==> src/hdl/rmf_pkg.sv <==
`default_nettype none

package rmf_pkg;

  // Line length the line stores are sized for
  localparam int MAX_WIDTH = 2048;
  localparam int TAPS      = 3;

  // Configuration port
  localparam int CFG_IDX_W  = 1;
  localparam int CFG_DATA_W = 12;
  localparam logic [CFG_IDX_W-1:0] REG_IMAGE_WIDTH  = 1'b0;
  localparam logic [CFG_IDX_W-1:0] REG_IMAGE_HEIGHT = 1'b1;

  // Frame geometry
  localparam int ROW_W     = 12;
  localparam int ROW_LIMIT = 4095;
  localparam int COL_W     = $clog2(MAX_WIDTH);
  localparam int WMAX      = (MAX_WIDTH < 4095) ? MAX_WIDTH : 4095;
  localparam int WCMP_W    = ((COL_W > CFG_DATA_W) ? COL_W : CFG_DATA_W) + 1;
  localparam int AREA_W    = $clog2(WMAX * ROW_LIMIT + 1);

  // Register reset values and the matching frame area
  localparam int WIDTH_RESET      = 640;
  localparam int HEIGHT_RESET     = 480;
  localparam int WIDTH_RESET_EFF  = (WIDTH_RESET < WMAX) ? WIDTH_RESET : WMAX;
  localparam int AREA_RESET       = WIDTH_RESET_EFF * HEIGHT_RESET;

  typedef logic [7:0] chan_t;

  typedef struct packed {
    chan_t red;
    chan_t green;
    chan_t blue;
  } pixel_t;

  // One line store entry: the pixel two lines up and the pixel one line up
  typedef struct packed {
    pixel_t upper;
    pixel_t lower;
  } line_t;

  typedef struct packed {
    pixel_t pix;
    logic   frame_end;
  } result_t;

  function automatic chan_t min2(chan_t a, chan_t b);
    return (a < b) ? a : b;
  endfunction

  function automatic chan_t max2(chan_t a, chan_t b);
    return (a < b) ? b : a;
  endfunction

  function automatic chan_t min3(chan_t a, chan_t b, chan_t c);
    return min2(min2(a, b), c);
  endfunction

  function automatic chan_t max3(chan_t a, chan_t b, chan_t c);
    return max2(max2(a, b), c);
  endfunction

  function automatic chan_t med3(chan_t a, chan_t b, chan_t c);
    return max2(min2(a, b), min2(max2(a, b), c));
  endfunction

endpackage

`default_nettype wire

==> src/hdl/rmf_median.sv <==
`default_nettype none

// Median of nine, one channel, three register stages.
// Taps are column-major: tap col*3 + row.
module rmf_median import rmf_pkg::*; (
  input  logic                       clk,
  input  logic                       en,
  input  logic [TAPS*TAPS-1:0][7:0]  taps,
  output chan_t                      med
);

  chan_t col_lo  [TAPS];
  chan_t col_mid [TAPS];
  chan_t col_hi  [TAPS];
  chan_t max_lo;
  chan_t med_mid;
  chan_t min_hi;

  // Sort each column
  always_ff @(posedge clk) begin
    if (en) begin
      for (int j = 0; j < TAPS; j++) begin
        col_lo[j]  <= min3(taps[j*TAPS], taps[j*TAPS+1], taps[j*TAPS+2]);
        col_mid[j] <= med3(taps[j*TAPS], taps[j*TAPS+1], taps[j*TAPS+2]);
        col_hi[j]  <= max3(taps[j*TAPS], taps[j*TAPS+1], taps[j*TAPS+2]);
      end
    end
  end

  // Across columns: largest low, middle mid, smallest high
  always_ff @(posedge clk) begin
    if (en) begin
      max_lo  <= max3(col_lo[0], col_lo[1], col_lo[2]);
      med_mid <= med3(col_mid[0], col_mid[1], col_mid[2]);
      min_hi  <= min3(col_hi[0], col_hi[1], col_hi[2]);
    end
  end

  // Median of the three candidates
  always_ff @(posedge clk) begin
    if (en) begin
      med <= med3(max_lo, med_mid, min_hi);
    end
  end

endmodule

`default_nettype wire

==> config.mk <==
export PLATFORM = sky130hd
export DESIGN_NAME = rmf_median
export DESIGN_NICKNAME = d
export VERILOG_FILES = /design/src/hdl/rmf_pkg.sv /design/src/hdl/rmf_median.sv
export SDC_FILE = /design/constraint.sdc
export NUM_CORES = 1
export LEC_CHECK = 0
export BUFFER_PORTS_ARGS = -buffer_cell sky130_fd_sc_hd__buf_2
export CAP_MARGIN = 20
export CORE_UTILIZATION = 55
export CTS_CLUSTER_SIZE = 28
export DETAILED_ROUTE_END_ITERATION = 8
export PLACE_DENSITY = 0.86
export SLEW_MARGIN = 0
export SYNTH_ARGS = -nofsm -noshare
export SYNTH_HDL_FRONTEND = slang
export SYNTH_SLANG_ARGS = --single-unit
==> constraint.sdc <==
create_clock -name clk -period 14.55 [get_ports clk]
set_clock_uncertainty 0.15 [all_clocks]
set_input_delay 2.1825 -clock clk [delete_from_list [all_inputs] [get_ports clk]]
set_output_delay 2.1825 -clock clk [all_outputs]
set_load 0.005 [all_outputs]
==> flow_metrics.py <==
metrics = {
    "outcome": {
        "status": "completed",
    },
    "clocking": {
        "cts_sinks": 104,
        "cts_max_level": 3,
        "postCtsHoldBufs": 0,
        "cts_tree": "done",
        "cts_made_buffers": 9,
        "cts_root_buffer": "clkbuf_16",
        "cts_resized": 0,
        "cts_setup_buffers": 0,
        "cts_max_path_buffers": 2,
        "clock_latency_ps": 360,
        "path_clk_slew_ps": 70,
    },
    "placed_design": {
        "placedCellCount": 1341,
        "place_congestion": 0.916,
        "dpl_cell_area_um2": 10400,
        "port_buffers": 81,
        "hpwl_um": 18600,
    },
    "drt": {
        "via_per_inst": 5.99,
        "drtIter0Drc": 634,
        "routedWlPerCell_um": 17.0,
        "vias": 8135,
        "firstDrtPassIters": 5,
        "drc": 0,
        "drt-total-wl_um": 23100,
        "ant_nets": 0,
    },
    "critical_path": {
        "critPathSlowestCell": "o21ai_2",
        "cp_top_family": "compound AO/OA/AOI/OAI gates",
        "crit_type": "input pin to flop",
        "slowest_delay_ps": 810,
        "r2r-end": "med_mid[0]",
        "crit_path_max_fanout": 27,
        "crit_chain": "buf_2 > inv_1 > ha_1 > nand3_1 > a21oi_1 > nor2_1 > o21ai_2 > o21ai_0 > ha_1 > a211oi_1 > a221oi_1 > o2bb2ai_2 > buf_4 > mux2i_1 > ha_1 > a21oi_1 > o21ai_1 > a2111oi_0 > o211ai_1 > and2_1 > a31oi_1 > a21oi_1",
        "critPathRequiredTime_ps": 14460,
        "startpoint_type": "input pin",
        "arrival_ps": 8130,
        "worstRegToRegCells": 22,
        "path_depth": 22,
        "path_buf_inv": 3,
        "end_kind": "flop",
        "regToRegSetupSlack_ps": 8010,
        "r2r_start": "col_mid[0][1]",
    },
    "logic_synthesis": {
        "yosysSeqAreaShare": 0.319,
        "yosys_most_used_dff": "edfxtp_1",
        "async_flop_share": 0,
        "synth_cell_types": 62,
        "syn_area_um2": 9780,
        "synth-edff-count": 104,
        "synth_cells": 1057,
        "syn_nets": 1285,
        "yosysWarnings": 0,
        "ys_ff_latch": 104,
        "avgSynthCellArea_um2": 9.26,
    },
    "cells_and_area": {
        "final_cell_area_um2": 10700,
        "drive_above_1_share": 0.142,
        "nets": 1356,
        "diodes": 0,
        "final_cell_mix": "ha_1 (154), inv_1 (135), edfxtp_1 (104)",
        "final-instance-count-excl-fill": 1358,
        "area_delta_synth_final_pct": 9.18,
        "mostFrequentLayoutCell": "ha_1",
    },
    "global_route": {
        "grt_use_met3": 0.0438,
        "grt-ovfl-total": 0,
        "grt_pass1_wl_um": 37300,
        "grt_max_degree": 59,
        "busiest_layer": "met2",
        "grt_pass1_vias": 7976,
        "antenna_found_initial": 0,
        "gr-usage-all-layers": 0.262,
        "grtUsageMet2": 0.458,
        "use_met1": 0.315,
    },
    "die": {
        "dieArea_um2": 18300,
        "ios": 82,
        "core-area_um2": 17400,
        "chipWidth_um": 135,
        "row_count": 48,
        "start_util": 0.564,
        "chipHeight_um": 135,
    },
    "timing": {
        "max_freq_mhz": 122,
        "worstMarginPinSlew_ps": 1070,
        "finalHoldViolations": 0,
        "rsz0062_at_grt": "false",
        "post-route-period-util": 0.565,
        "drv_slew": 0,
        "layout_min_cycle_time_ps": 8220,
        "tns_ps": 0,
        "finalSetupViolCount": 0,
        "slew_headroom": 0.289,
    },
    "hold_path": {
        "hold_depth": 1,
        "hold_path_class": "flop to flop",
        "worstHoldEndpoint": "max_lo[6]",
        "min-delay-start": "col_lo[0][22]",
    },
    "power": {
        "ir_drop_uv": 226,
        "leakage_nw": 5.09,
        "power_density_nw_per_um2": 199,
    },
    "job": {
        "drv_cap": 0,
    },
}
[cell families after synthesis]
logic type / share of synthesized area
compound gates: 0.182
simple gates: 0.109
buf+inv: 0.0642
fa+ha+maj: 0.197
mux: 0.129
flops: 0.319
[synth_stat cells (2+ instances only)]
master     count  area [µm²]
inv_1        135         507
mux2i_1       63         631
nand3_1        9        45.0
nor2_1        82         308
a21o_1        23         173
o31ai_1        4        30.0
clkbuf_1       8        30.0
ha_1         154        1930
buf_2         16        80.1
a221oi_1       4        35.0
a2bb2oi_1      2        17.5
and3_1         4        25.0
mux2_1        16         180
nor3b_1        2        15.0
a21oi_1       74         370
a2111oi_0      2        17.5
o21ai_0       45         225
or4_1          2        15.0
o211ai_1       6        45.0
o2111ai_1      4        35.0
nand2b_1       7        43.8
a211o_1        4        35.0
and2_1         2        12.5
nand4_1       16         100
edfxtp_1     104        3120
a31oi_1        3        18.8
a221o_1        2        20.0
o21ai_2        5        43.8
o31a_1         4        35.0
nor3_1        11        55.1
o21a_1        10        75.1
a211oi_1      14         105
mux2_2        39         439
nor2b_1        6        37.5
o21ai_1       57         285
nor4_1         2        12.5
or2_2          4        25.0
o21bai_1       2        15.0
or3_1          2        12.5
nand2_1       86         323
[routing by layer]
layer	wire, µm	vias up
met5	0	-
met4	826	0
met3	1290	64
met2	11400	279
met1	9620	3773
li1	-	4019
[how the worst max path moves through the flow]
stage                                end  slack (ps)     start
final                     col_mid[0][13]        6330  taps[35]
after global routing       col_mid[0][9]        5700  taps[35]
after CTS                 col_mid[0][13]        6330  taps[35]
after detailed placement  col_mid[0][13]        5960  taps[35]
after global placement    col_mid[0][13]        6270  taps[35]
after floorplan            col_mid[0][0]        7280  taps[13]
[cell type report]
type / count / area, µm²
Clock buffer: 10 / 229
Clock inverter: 6 / 60.1
Fill cell: 1367 / 6670
Inverter: 135 / 507
Multi-Input combinational cell: 792 / 6040
Sequential cell: 104 / 3120
Tap cell: 225 / 282
Timing Repair Buffer: 86 / 445
[power breakdown]
part / switching, mW / internal (mW) / leakage, nW
Sequential: 0.0589 / 0.487 / 1.02
Clock: 0.106 / 0.133 / 0.140
Combinational: 0.768 / 0.570 / 3.93
[flip-flops by register name, summed over array words and instances (netlist names)]
signal	count
col_lo	24
med	8
col_hi	24
med_mid	8
max_lo	8
min_hi	8
col_mid	24
[metrics by stage]
| stage | power (mW) | hold slack (ps) | utilization | worst slack, ps |
|---|---|---|---|---|
| floorplan | 1.55 | 385 | - | 7280 |
| global placement | 1.78 | 405 | 0.598 | 6270 |
| detailed placement | 1.85 | 409 | 0.598 | 5960 |
| CTS | 2.10 | 425 | 0.615 | 6330 |
| global route | 2.31 | 456 | 0.615 | 5700 |
| finish | 2.12 | 422 | 0.615 | 6330 |
Note: power is estimated with default switching activity, not from simulation.
