`config.mk`:
```
export PLATFORM = sky130hd
export DESIGN_NAME = rmf_out_buf
export DESIGN_NICKNAME = d
export VERILOG_FILES = /design/src/hdl/rmf_pkg.sv /design/src/hdl/rmf_out_buf.sv
export SDC_FILE = /design/constraint.sdc
export NUM_CORES = 1
export LEC_CHECK = 0
export ABC_CLOCK_PERIOD_IN_PS = 3950
export BUFFER_PORTS_ARGS = -buffer_cell sky130_fd_sc_hd__buf_2
export CAP_MARGIN = 20
export CORE_AREA = 3 3 67 69
export DETAILED_ROUTE_END_ITERATION = 7
export DIE_AREA = 0 0 70 72
export PLACE_DENSITY = 0.76
export SETUP_SLACK_MARGIN = 0.4
export SLEW_MARGIN = 20
export SYNTH_ARGS = -nofsm -noshare
export SYNTH_HDL_FRONTEND = slang
export SYNTH_SLANG_ARGS = --single-unit
```
`constraint.sdc`:
```
create_clock -name clk -period 3.95 [get_ports clk]
set_input_delay 0.5925 -clock clk [delete_from_list [all_inputs] [get_ports clk]]
set_output_delay 0.5925 -clock clk [all_outputs]
set_load 0.05 [all_outputs]
```
`src/hdl/rmf_pkg.sv`:
```
`default_nettype none

package rmf_pkg;

  // Line length the line stores are sized for
  localparam int MAX_WIDTH = 2048;
  localparam int TAPS      = 3;

  // Configuration port
  localparam int CFG_IDX_W  = 1;
  localparam int CFG_DATA_W = 12;
  localparam logic [CFG_IDX_W-1:0] REG_IMAGE_WIDTH  = 1'b0;
  localparam logic [CFG_IDX_W-1:0] REG_IMAGE_HEIGHT = 1'b1;

  // Frame geometry
  localparam int ROW_W     = 12;
  localparam int ROW_LIMIT = 4095;
  localparam int COL_W     = $clog2(MAX_WIDTH);
  localparam int WMAX      = (MAX_WIDTH < 4095) ? MAX_WIDTH : 4095;
  localparam int WCMP_W    = ((COL_W > CFG_DATA_W) ? COL_W : CFG_DATA_W) + 1;
  localparam int AREA_W    = $clog2(WMAX * ROW_LIMIT + 1);

  // Register reset values and the matching frame area
  localparam int WIDTH_RESET      = 640;
  localparam int HEIGHT_RESET     = 480;
  localparam int WIDTH_RESET_EFF  = (WIDTH_RESET < WMAX) ? WIDTH_RESET : WMAX;
  localparam int AREA_RESET       = WIDTH_RESET_EFF * HEIGHT_RESET;

  typedef logic [7:0] chan_t;

  typedef struct packed {
    chan_t red;
    chan_t green;
    chan_t blue;
  } pixel_t;

  // One line store entry: the pixel two lines up and the pixel one line up
  typedef struct packed {
    pixel_t upper;
    pixel_t lower;
  } line_t;

  typedef struct packed {
    pixel_t pix;
    logic   frame_end;
  } result_t;

  function automatic chan_t min2(chan_t a, chan_t b);
    return (a < b) ? a : b;
  endfunction

  function automatic chan_t max2(chan_t a, chan_t b);
    return (a < b) ? b : a;
  endfunction

  function automatic chan_t min3(chan_t a, chan_t b, chan_t c);
    return min2(min2(a, b), c);
  endfunction

  function automatic chan_t max3(chan_t a, chan_t b, chan_t c);
    return max2(max2(a, b), c);
  endfunction

  function automatic chan_t med3(chan_t a, chan_t b, chan_t c);
    return max2(min2(a, b), min2(max2(a, b), c));
  endfunction

endpackage

`default_nettype wire

```
`src/hdl/rmf_out_buf.sv`:
```
`default_nettype none

// Two-entry output queue; lets the pipeline keep moving while a result waits.
module rmf_out_buf import rmf_pkg::*; (
  input  logic    clk,
  input  logic    rst,
  input  logic    push,
  input  result_t push_data,
  output logic    full,
  output logic    out_valid,
  input  logic    out_ready,
  output result_t out_data
);

  result_t    slot [2];
  logic       wr_ptr;
  logic       rd_ptr;
  logic [1:0] count;
  logic       pop;

  assign pop       = out_valid && out_ready;
  assign out_valid = (count != 2'd0);
  assign full      = (count == 2'd2);
  assign out_data  = slot[rd_ptr];

  always_ff @(posedge clk) begin
    if (rst) begin
      wr_ptr <= 1'b0;
      rd_ptr <= 1'b0;
      count  <= 2'd0;
    end else begin
      if (push) begin
        wr_ptr <= ~wr_ptr;
      end
      if (pop) begin
        rd_ptr <= ~rd_ptr;
      end
      count <= count + {1'b0, push} - {1'b0, pop};
    end
  end

  always_ff @(posedge clk) begin
    if (push) begin
      slot[wr_ptr] <= push_data;
    end
  end

endmodule

`default_nettype wire

```
==> results.txt, run 1 <==
The run finished with clean final reports. After routing, the total negative slack on setup checks comes to 0 ns. The average cell area after synthesis is 21.1 um^2. In this run the critical register-to-register path is launched from wr_ptr. The final-stage net count is 193. The worst-case reg-to-reg path depth is 2. The detail route stage leaves a number of antenna-violating nets equal to 0. The switching power total is 0.538 mW. The DRC violation count after routing came out at 0. The kind of critical path is reg2out. The data arrival time of the worst path is 1.76 ns. The worst setup path is launched from a register. After detailed routing, the average wire length per cell comes to 14.8 um. The cell area after technology mapping came out at 2140 um^2. STA classifies the critical path endpoint as an output port. The worst hold path cell count is 1. Summing the areas of all xor and xnor instances in the mapped netlist gives 1.46% of the synthesized area. The first global-routing pass estimated 5.31 mm of wire. The share of final-layout standard cells stronger than drive strength 1 came out at 56.2%. Measured against its own limit, the worst slew margin works out to 59.0%. The max-slew violation total from the final report is 0.

The maximum number of pins on one net before global-route repair came out at 26. The number of global-route vias before repair came out at 1,127. In this run the biggest area consumer among cell types represents 70.3% of the synthesized area. In this run, synthesis inferred 50 flip-flops with an integrated enable. The clock buffer count from CTS came out at 5.

Detailed placement finished with a half-perimeter wire length of 2.28 mm. Wires add up to 3.15 mm. The synthesized-area fraction occupied by and/or/nand/nor cells is 2.34%.

The slew at the pin with the worst max-slew slack is 0.612 ns. Sequential elements use 75.0% of the synthesized area. For hold timing, the worst endpoint is slot[0][6]. Of all flip-flops after synthesis, the portion carrying an async set or reset was 0%. The data required time of the worst path came out at 3.36 ns. Among all flip-flop cells after synthesis, the most frequent one is sky130_fd_sc_hd__edfxtp_1. Dividing total power by cell area gives a power density of 629 nW/um^2. The number of hold violations in the final report came out at 0. The final setup violation count came out at 0.

The maximum operating frequency came out at 0.425 GHz. The portion of the clock cycle consumed by the worst path in the final layout is 59.6%. When the netlist entered floorplanning its net count stood at 132. The post-synthesis compound-gate area fraction is 0.351%. The die boundary height is 72 um. Compared with the post-synthesis result, the final layout area differs by 19.9%.

The worst-skew pair later-pin latency is 0.30 ns. The region available for standard cell placement spans 3970 um^2. The number of flip-flops and latches in the synthesized netlist came out at 55. In the routed layout, each cell is associated on average with a via count of 4.97. The instance area after placement is 2460 um^2. The iteration-0 DRC count of the detailed router is 38. The path class of the lowest-slack min-delay path is in2reg.

The endpoint identified for the worst register-to-register timing path is slot[0][7]. The buffer depth of the longest clock path came out at 2. By area, the combinational part of the netlist is dominated by multiplexers. The number of unique standard cell types used by synthesis came out at 16. In the synthesized netlist, the number of instances is 101.

The sequential share of power is 44.3%. The initial core utilization came out at 53.8%. The total inserted antenna cells came out at 0. The hold-fix buffer count after cts is 0. The static leakage power came out at 1.03 nW.

The minimum clock period came out at 2.35 ns. Setup repair after global routing left no endpoint under its margin. The buffer type at the clock tree root is sky130_fd_sc_hd__clkbuf_8.

The adder and majority cell fraction of the synthesized area came out at 1.17%. For this design the top-level I/O count stands at 56. The total routing resource utilization after global routing is 13.7%.

The area of all placed cells without fillers came out at 2560 um^2. The number of resized instances in the post-cts repair step is 0. TritonCTS built the clock tree. In this run switching power makes up 33.4% of total power. The startpoint identified for the worst hold timing path is push_data[6]. The clock network burns 21.1% of the power.

The routed layout has 1,053 vias. In the post-synthesis netlist, the biggest area contributors are sky130_fd_sc_hd__edfxtp_1 70%, sky130_fd_sc_hd__mux2_4 14%, sky130_fd_sc_hd__dfxtp_1 4.7%, sky130_fd_sc_hd__mux2_2 2.6%, sky130_fd_sc_hd__buf_6 1.6%. The H-tree was split into 2 levels. The number of clock sinks seen by CTS is 55. The clock-pin transition on the worst setup and hold timing paths came out at 0.09 ns. Among all cell types in the netlist, the one instantiated most often is sky130_fd_sc_hd__edfxtp_1.

The internal power came out at 1.07 mW. During placement, the flow inserted port buffers numbering 55. From left edge to right edge, the die measures 70 um. The multiplexer fraction of the synthesized cell area came out at 17.8%. The die covers 5040 um^2. The total number of yosys warnings is 0. The post-CTS repair timing setup buffer count came out at 0.

The global route total overflow came out at 0. Per report_power, the combinational group accounts for 34.5% of the total. The clock skew is 0.00509 ns. The maximum fanout encountered on the critical timing path came out at 20. The setup check on the worst reg-to-reg path leaves a slack of 2.45 ns.

The pre-antenna-repair detailed-routing pass consisted of 3 iterations. In the synthesized netlist, the cells that appear most often are 50 x sky130_fd_sc_hd__edfxtp_1, 20 x sky130_fd_sc_hd__mux2_4, 5 x sky130_fd_sc_hd__dfxtp_1, 5 x sky130_fd_sc_hd__mux2_2. The initial antenna violation count is 0. The initialized floorplan defines 23 standard-cell rows. The worst supply voltage drop on vdd came out at 0.442 mV. The routability congestion estimate from global placement is 0.736. The number of maximum-capacitance constraint violations is 0. The biggest area contributor in the post-synthesis netlist is sky130_fd_sc_hd__edfxtp_1.
==> metrics by stage <==
step                utilization [%]  setup slack (ns)  power [mW]  hold WS, ns  cells
floorplan                         -              1.80        1.20        0.496    101
global placement               61.9              1.92        1.28        0.529    205
detailed placement             61.9              1.90        1.29        0.553    205
CTS                            64.5              1.56        1.63        0.467    212
global route                   64.5              1.49        1.69        0.461    212
finish                         64.5              1.60        1.61        0.479    212
==> worst max-delay path by stage <==
stage / startpoint / end / slack [ns] / depth (start not counted)
2_1_floorplan: push / slot[0][0] / 1.80 / 1
6_report: register / out_data[24] / 1.60 / 3
4_1_cts: register / out_data[24] / 1.56 / 3
5_1_grt: register / out_data[3] / 1.49 / 3
3_5_place_dp: register / out_data[24] / 1.90 / 3
3_3_place_gp: register / out_data[1] / 1.92 / 3
==> state kept, by name, indices dropped and copies added, names as in the netlist, named ones only <==
| register | cells |
|---|---|
| slot | 50 |
| count | 2 |
| rd_ptr | 1 |
| wr_ptr | 1 |
==> cell usage in the layout (no fill, tap or decap) <==
master                       n
sky130_fd_sc_hd__buf_2      55
sky130_fd_sc_hd__edfxtp_1   50
sky130_fd_sc_hd__mux2_4     20
sky130_fd_sc_hd__mux2_2      5
sky130_fd_sc_hd__dfxtp_1     5
sky130_fd_sc_hd__clkbuf_8    5
sky130_fd_sc_hd__nor2_1      3
sky130_fd_sc_hd__inv_1       2
sky130_fd_sc_hd__nor2b_1     2
sky130_fd_sc_hd__mux2_1      2
sky130_fd_sc_hd__ha_1        2
sky130_fd_sc_hd__buf_4       2
sky130_fd_sc_hd__o21a_1      1
sky130_fd_sc_hd__and2b_1     1
sky130_fd_sc_hd__and2_2      1
sky130_fd_sc_hd__nor2b_2     1
sky130_fd_sc_hd__or2_2       1
sky130_fd_sc_hd__xnor2_1     1
sky130_fd_sc_hd__xnor3_1     1
sky130_fd_sc_hd__bufinv_16   1
sky130_fd_sc_hd__clkbuf_1    1
==> power by group through the flow <==
stage / clock network, mW / registers [mW] / logic (mW)
4_1_cts: 0.352 / 0.715 / 0.563
3_3_place_gp: 0 / 0.724 / 0.553
3_5_place_dp: 0 / 0.729 / 0.561
5_1_grt: 0.378 / 0.721 / 0.589
6_report: 0.340 / 0.714 / 0.556
2_1_floorplan: 0 / 0.717 / 0.484
==> layer usage <==
metal,global-route usage [%],routed length (um)
met1,14.8,1150
met2,24.7,1750
met3,4.43,192
met4,5.96,46
met5,0,0
==> worst max-delay path: stages (launching register included) <==
cell	delay, ns
sky130_fd_sc_hd__dfxtp_1	0.48
sky130_fd_sc_hd__buf_4	0.39
sky130_fd_sc_hd__mux2_2	0.37
sky130_fd_sc_hd__buf_2	0.21
==> cell type report <==
cell class	count	area, um^2
multi-input combinational	41	497
sequential	55	1600
clock buffer	6	72.6
fill	303	1410
clock inverter	1	30.0
inverter	2	7.51
tap	50	62.6
timing repair buffer	57	290
==> kinds of logic after synthesis <==
| family | Yosys count |
|---|---|
| XOR/XNOR | 2 |
| adder cells (fa/ha/maj) | 2 |
| buffers and inverters | 5 |
| flip-flops | 55 |
| AO/OA/AOI/OAI | 1 |
| AND/OR/NAND/NOR | 9 |
| multiplexers | 27 |
(Power assumes the default switching activity.)
==> inputs of run 2 (changes only) <==
- ABC_CLOCK_PERIOD_IN_PS: 3950 -> 2300
- CORE_AREA: 3 3 67 69 -> 3 3 69 71
- DIE_AREA: 0 0 70 72 -> 0 0 72 74
- PLACE_DENSITY: 0.76 -> 0.72
- clock period: 3.95 -> 2.3 ns (I/O delays scaled with it)
==> run 2 against run 1 <==
Effect of this change: utilization is 4.4 points lower; via count hardly changed; first-iteration DRC count up 130%; clock skew up 0.0012 ns; combinational power increased by 77%; worst hold slack lost 0.26 ns; power rose by 68%; wire length grew 4.1%; count of clock-buffer cells in the layout stayed put; die area grew 5.7%; critical endpoint is now out_data[2].
==> results.txt, run 2 (synthesis results as in run 1) <==
The flow ran to the end, and the final reports show no timing, DRC or antenna violations. Setup repair after global routing left no endpoint under its margin. The core footprint came out at 4290 um^2. The TritonCTS clock tree is done.

In the routed design, unresolved DRC markers number 0. The largest registers in the layout are slot: 50 flops, count: 2 flops. The area added between synthesis and finish is 20.7%.

The iteration-0 DRC count of the detailed router came out at 88. At the pin with the least slew margin, the transition time is 0.255 ns. In this run the critical register-to-register path is captured at count[1]. The power density normalized to cell area came out at 1050 nW/um^2.

The total inserted antenna cells is 0. The critical path is of the reg2out type. The number of maximum-capacitance constraint violations came out at 0. Leaving out fill and tap cells, the most frequent cells in the layout are 55 x sky130_fd_sc_hd__buf_2, 50 x sky130_fd_sc_hd__edfxtp_1, 20 x sky130_fd_sc_hd__mux2_4, 6 x sky130_fd_sc_hd__buf_4. The clock skew is 0.00630 ns. The area of all placed cells without fillers is 2580 um^2. The number of clock sinks seen by CTS came out at 55. The worst-skew pair later-pin latency came out at 0.30 ns.

The kind of end point of the critical path is an output port. The clock buffer count from CTS is 5. The average wire per cell in the routed design came out at 14.9 um. The total routing resource utilization after global routing came out at 13.1%. For this run the aggregate overflow at the end of global routing stands at 0. The detailed-routed wire length on met2 is 1.66 mm. The number of global-route vias before repair came to 1,128. The data required time of the worst path is 1.96 ns.

In the final timing run, aggregate negative setup slack is 0 ns. The first global-routing pass estimated 5.11 mm of wire. The portion of the clock cycle consumed by the worst path in the final layout is 78.2%.

The floorplan has 24 rows. After detailed routing, the total wire length is 3.27 mm. The die boundary height is 74 um. Setup slack on the worst reg-to-reg path comes out at 0.91 ns. The count of input and output buffers came out at 55. The hold-fix buffer count after cts is 0. The clock tree synthesis step divided the H-tree into 2 levels. The maximum number of pins on one net before global-route repair came out at 18. The overall via count from detail_route came out at 1,054. The share of final-layout standard cells stronger than drive strength 1 is 56.9%. The maximum operating frequency came out at 0.556 GHz. The maximum fanout encountered on the critical timing path is 12. IR analysis of the VDD net gives a maximum drop of 0.701 mV. The final setup violation count came out at 0. The tree is rooted in a sky130_fd_sc_hd__clkbuf_8. The met3 layer wire length in the routed design came out at 233 um. The number of hold violations in the final report was 0. The final core area utilization came out at 60.1%. The vias per cell is 4.81.

The HPWL after detailed placement is 2.49 mm. The startpoint identified for the worst register-to-register timing path is count[1]. The final worst hold slack is 0.224 ns. Counting along the longest clock path gives a buffer depth of 2. The die covers 5330 um^2.

slot holds more flip-flops than any other register. The number of gates resized after CTS was 0. The initial core utilization is 49.7%. The data arrival time of the worst path is 1.45 ns. The top metal layer carrying routed signals is met4.

The initial antenna violation count was 0. The number of fill cells came out at 338. The post-CTS repair timing setup buffer count came out at 0. Once detail routing completed, the nets flagged for antenna violations numbered 0.

After detailed routing, the wire length on met1 is 1.34 mm. The path class of the lowest-slack min-delay path is in2reg. The worst-case reg-to-reg path depth is 6. The minimum clock period is 1.80 ns.

The width of the die is 72 um. The final-stage net count is 197. The startpoint type of the worst setup path is a register. The max-slew violation total from the final report is 0. The clock-pin transition on the worst setup and hold timing paths is 0.09 ns. The first-pass detailed-route iteration total came out at 4. The worst pin sits at a relative slew slack of 83.1%. The timing endpoint of the critical path is out_data[2].

The register with the most flip-flops in the layout has 50 of them. Routability-driven placement finished with a final weighted congestion of 0.673. Pin placement for this block handled 56 I/O pins.

The static leakage power is 1.04 nW. The instance area after placement is 2490 um^2. The library cell used most frequently in the layout, excluding fill and tap cells, is sky130_fd_sc_hd__buf_2.
-- run 2: cell types whose count changed in the layout (fill, tap and decap cells not counted), sizes merged --
cell,before,now
inv,2,3
buf,57,61
clkinvlp,0,1
bufinv,1,0
-- run 2: critical path, cell delays in order (launching register included) --
cell and delay [ns]:
sky130_fd_sc_hd__dfxtp_1 0.34, sky130_fd_sc_hd__buf_4 0.23, sky130_fd_sc_hd__mux2_2 0.36, sky130_fd_sc_hd__buf_2 0.21
-- run 2: report_power, final --
group	switching, mW	total [mW]	internal (mW)
logic	0.629	0.982	0.354
registers	0.0348	1.22	1.18
clock network	0.295	0.513	0.219
-- run 2: final cells by class --
type	count	area, um^2	area share, %
clock buffer	6	72.6	2.81
inverter	2	7.51	0.291
timing repair buffer	61	320	12.4
sequential	55	1600	62.1
multi-input combinational	41	495	19.2
tap	52	65.1	2.52
clock inverter	2	16.3	0.631
-- run 2: how the worst min path moves through the flow --
stage / start / endpoint / slack, ns / depth (start not counted)
global placement: push_data[19] / slot[1][19] / 0.53 / 1
detailed placement: push_data[15] / slot[1][15] / 0.54 / 1
finish: push_data[15] / slot[1][15] / 0.22 / 1
CTS: push_data[15] / slot[1][15] / 0.22 / 1
floorplan: rst / count[0] / 0.42 / 1
global route: push_data[15] / slot[1][15] / 0.20 / 1
-- run 2: stage by stage --
stage	worst slack (ns)	cells	total power, mW
after floorplan	0.858	101	2.06
after global placement	0.855	211	2.21
after detailed placement	0.822	211	2.23
after CTS	0.471	219	2.75
after global routing	0.425	219	2.85
final	0.502	219	2.71
-- run 2: per-layer routing --
metal,up-vias,global-route usage (%)
li1,512,-
met1,498,15.5
met2,39,21.9
met3,5,4.86
met4,0,5.01
met5,-,0
==> inputs of run 3 (changes only) <==
- ABC_CLOCK_PERIOD_IN_PS: 2300 -> 1520
- CORE_AREA: 3 3 69 71 -> 3 3 73 75
- DIE_AREA: 0 0 72 74 -> 0 0 76 78
- PLACE_DENSITY: 0.72 -> 0.67
- clock period: 2.3 -> 1.52 ns (I/O delays scaled with it)
==> run 3 against run 2 <==
Effect of this change: the flow now finishes with violations (negative setup slack); critical path depth unchanged; via count increased by 4.0%; worst hold slack lost 0.11 ns; setup slack worse by 0.54 ns; sequential power increased by 53%; design area is 11% higher; final cell count is 7.3% higher; critical path type unchanged; largest cell class unchanged; largest power group is now combinational cells.
==> results.txt, run 3 (synthesis results as in run 1) <==
The core footprint is 4720 um^2. The part of the total power dissipated in the clock network is 15.8%. The worst setup margin came out at -0.0376 ns. The minimum clock period is 1.56 ns. The width of the die came out at 76 um. The routability congestion estimate from global placement is 0.687.

Setup repair after global routing could not meet its margin everywhere. In this run, the number of DRC markers left after iteration 0 of detailed routing was 58. The max-slew violation total from the final report came out at 0.

The internal power is 3.04 mW. The slew at the pin with the worst max-slew slack came out at 0.316 ns. The leading cell type in the layout, fill and taps excluded is sky130_fd_sc_hd__edfxtp_1. The placement row count came out at 25. The DRC violation count after routing is 0. The initial core utilization is 45.2%. The data arrival time of the worst path is 1.33 ns. In the final routed layout, each cell accounts on average for 15.3 um.

The die boundary height is 78 um. The clock buffer count from CTS is 5. Setup violations remaining at the end of the flow were counted as 10. The maximum operating frequency is 0.642 GHz. In the final layout, the registers with the most flip-flops are slot: 50 flops, count: 2 flops. The portion of the clock cycle consumed by the worst path in the final layout is 102%. The switching part of the total power is 33.4%. The number of maximum-capacitance constraint violations came out at 0. The worst setup path is captured at an output port. The I/O pin count came out at 56.

The clock skew came out at 0.00688 ns. Of the total power, combinational logic draws 43.3%. Summed over all layers, the routed wires come to 3.59 mm.

The maximum number of pins on one net before global-route repair is 26. The worst supply voltage drop on vdd is 1.00 mV. Leaving out fill and tap cells, the most frequent cells in the layout are 50 x sky130_fd_sc_hd__edfxtp_1, 28 x sky130_fd_sc_hd__buf_2, 24 x sky130_fd_sc_hd__buf_6, 23 x sky130_fd_sc_hd__mux2_4. Input and output buffers added on the ports amount to 55. Cells fill 60.5% of the core in the end. The buffer type at the clock tree root is sky130_fd_sc_hd__clkbuf_8. The vias per cell is 4.66. The share of total power dissipated in sequential elements is 41.0%. STA classifies the critical path startpoint as a register. The count of nets left with antenna violations once routing finished came out at 0. The area growth from synthesis to layout is 33.8%. The overall die area came out at 5930 um^2. In this run the worst path has a maximum fanout of 13.

The buffer depth of the longest clock path came out at 2. TritonCTS built the clock tree. The final-stage net count came out at 199. The overall via count from detail_route came out at 1,096. The global route total overflow came out at 0. The data required time of the worst path is 1.29 ns. The headroom to the max-slew limit is 78.9%. The switching power total came out at 1.53 mW. Summed over all cells, the static leakage comes to 1.13 nW. The number of global-route vias before repair is 1,182. The total inserted antenna cells is 0. Of the cells placed in the final design, the portion with a size suffix greater than 1 is 63.1%.

The path class of the tightest hold or removal check is in2reg. The clock-pin transition on the worst setup and hold timing paths is 0.09 ns. The number of clock sinks seen by CTS came out at 55. In the global route stage, overall resource usage came out at 12.6%. The run finished, with violations left. The accumulated negative setup slack is -0.148 ns.

The H-tree was split into 2 levels. The first-pass detailed-route iteration total came out at 4. The reg-to-reg setup timing slack came out at 0.15 ns. The critical path in this run is classified as reg2out. The number of hold violations in the final report was 0. The number of fill cells came out at 362.

The power density normalized to cell area came out at 1600 nW/um^2. The wire length of the first global-routing pass is 5.79 mm. For this design, the CTS-stage hold fixing added 0 buffers. The initial antenna violation count was 0. The most flop-heavy register is slot. The checks that failed: negative setup slack. The register with the most flip-flops in the layout has 50 of them.

The worst-skew pair later-pin latency came out at 0.29 ns.
[run 3: cell count changes in the layout (fill, tap and decap cells not counted), moves of 2 or more]
cell,delta
sky130_fd_sc_hd__dfxtp_1,-4
sky130_fd_sc_hd__buf_8,+3
sky130_fd_sc_hd__buf_2,-27
sky130_fd_sc_hd__buf_6,+24
sky130_fd_sc_hd__buf_12,+2
sky130_fd_sc_hd__dfxtp_4,+2
sky130_fd_sc_hd__mux2_1,-2
sky130_fd_sc_hd__nor2b_4,+2
sky130_fd_sc_hd__dfxtp_2,+2
sky130_fd_sc_hd__mux2_4,+3
[run 3: metal layers]
layer	track usage, %	routed length, um	part of all wire (%)	up-vias
met3	4.64	206	5.7	4
met1	13.7	1430	40	539
met2	23.3	1920	54	37
met5	0	0	0	-
met4	3.26	25	0.70	0
li1	-	-	-	516
[run 3: power groups by stage]
stage	Clock (mW)	Sequential (mW)	Combinational, mW
detailed placement	0	1.89	1.55
CTS	0.747	1.86	1.91
finish	0.720	1.87	1.97
floorplan	0	1.87	1.28
global route	0.832	1.88	2.07
global placement	0	1.88	1.52
[run 3: final cells by class]
class                           count  area [um^2]  share of cell area [%]
Inverter                            2         7.51                   0.263
Timing Repair Buffer               62          533                    18.7
Tap cell                           67         83.8                    2.93
Sequential cell                    55         1610                    56.4
Multi-Input combinational cell     42          544                    19.0
Clock buffer                        5         68.8                    2.41
Clock inverter                      2         8.76                   0.306
[run 3: worst max-delay path, cell delays in order (launching register included)]
cell and delay, ns:
sky130_fd_sc_hd__dfxtp_4 0.38, sky130_fd_sc_hd__buf_12 0.15, sky130_fd_sc_hd__mux2_2 0.35, sky130_fd_sc_hd__buf_6 0.15
[run 3: through the flow]
stage          hold WS, ns  std cells  total power, mW  setup slack, ns  instance area, um^2
2_1_floorplan        0.292        101             3.14            0.214                 2160
3_3_place_gp         0.416        224             3.40            0.194                 2530
3_5_place_dp         0.420        224             3.45            0.124                 2530
4_1_cts              0.106        233             4.52          -0.0626                 2810
5_1_grt             0.0979        235             4.79          -0.0982                 2860
6_report             0.119        235             4.56          -0.0376                 2860
[run 3: worst paths after layout]
check	end	from	depth (start not counted)
hold / removal	slot[0][20]	push_data[20]	1
hold reg to reg	wr_ptr	wr_ptr	2
setup reg to reg	count[1]	count[0]	6
setup / recovery	out_data[0]	register	3
[run 3: repair_timing]
item                                    4_1_cts  5_1_grt
endpoints found under the setup margin       29       56
resized for setup                            61        8
buffers inserted                              2        1
pin swaps                                     1        2
hold endpoints to repair                      0        0
cloned                                        0        1
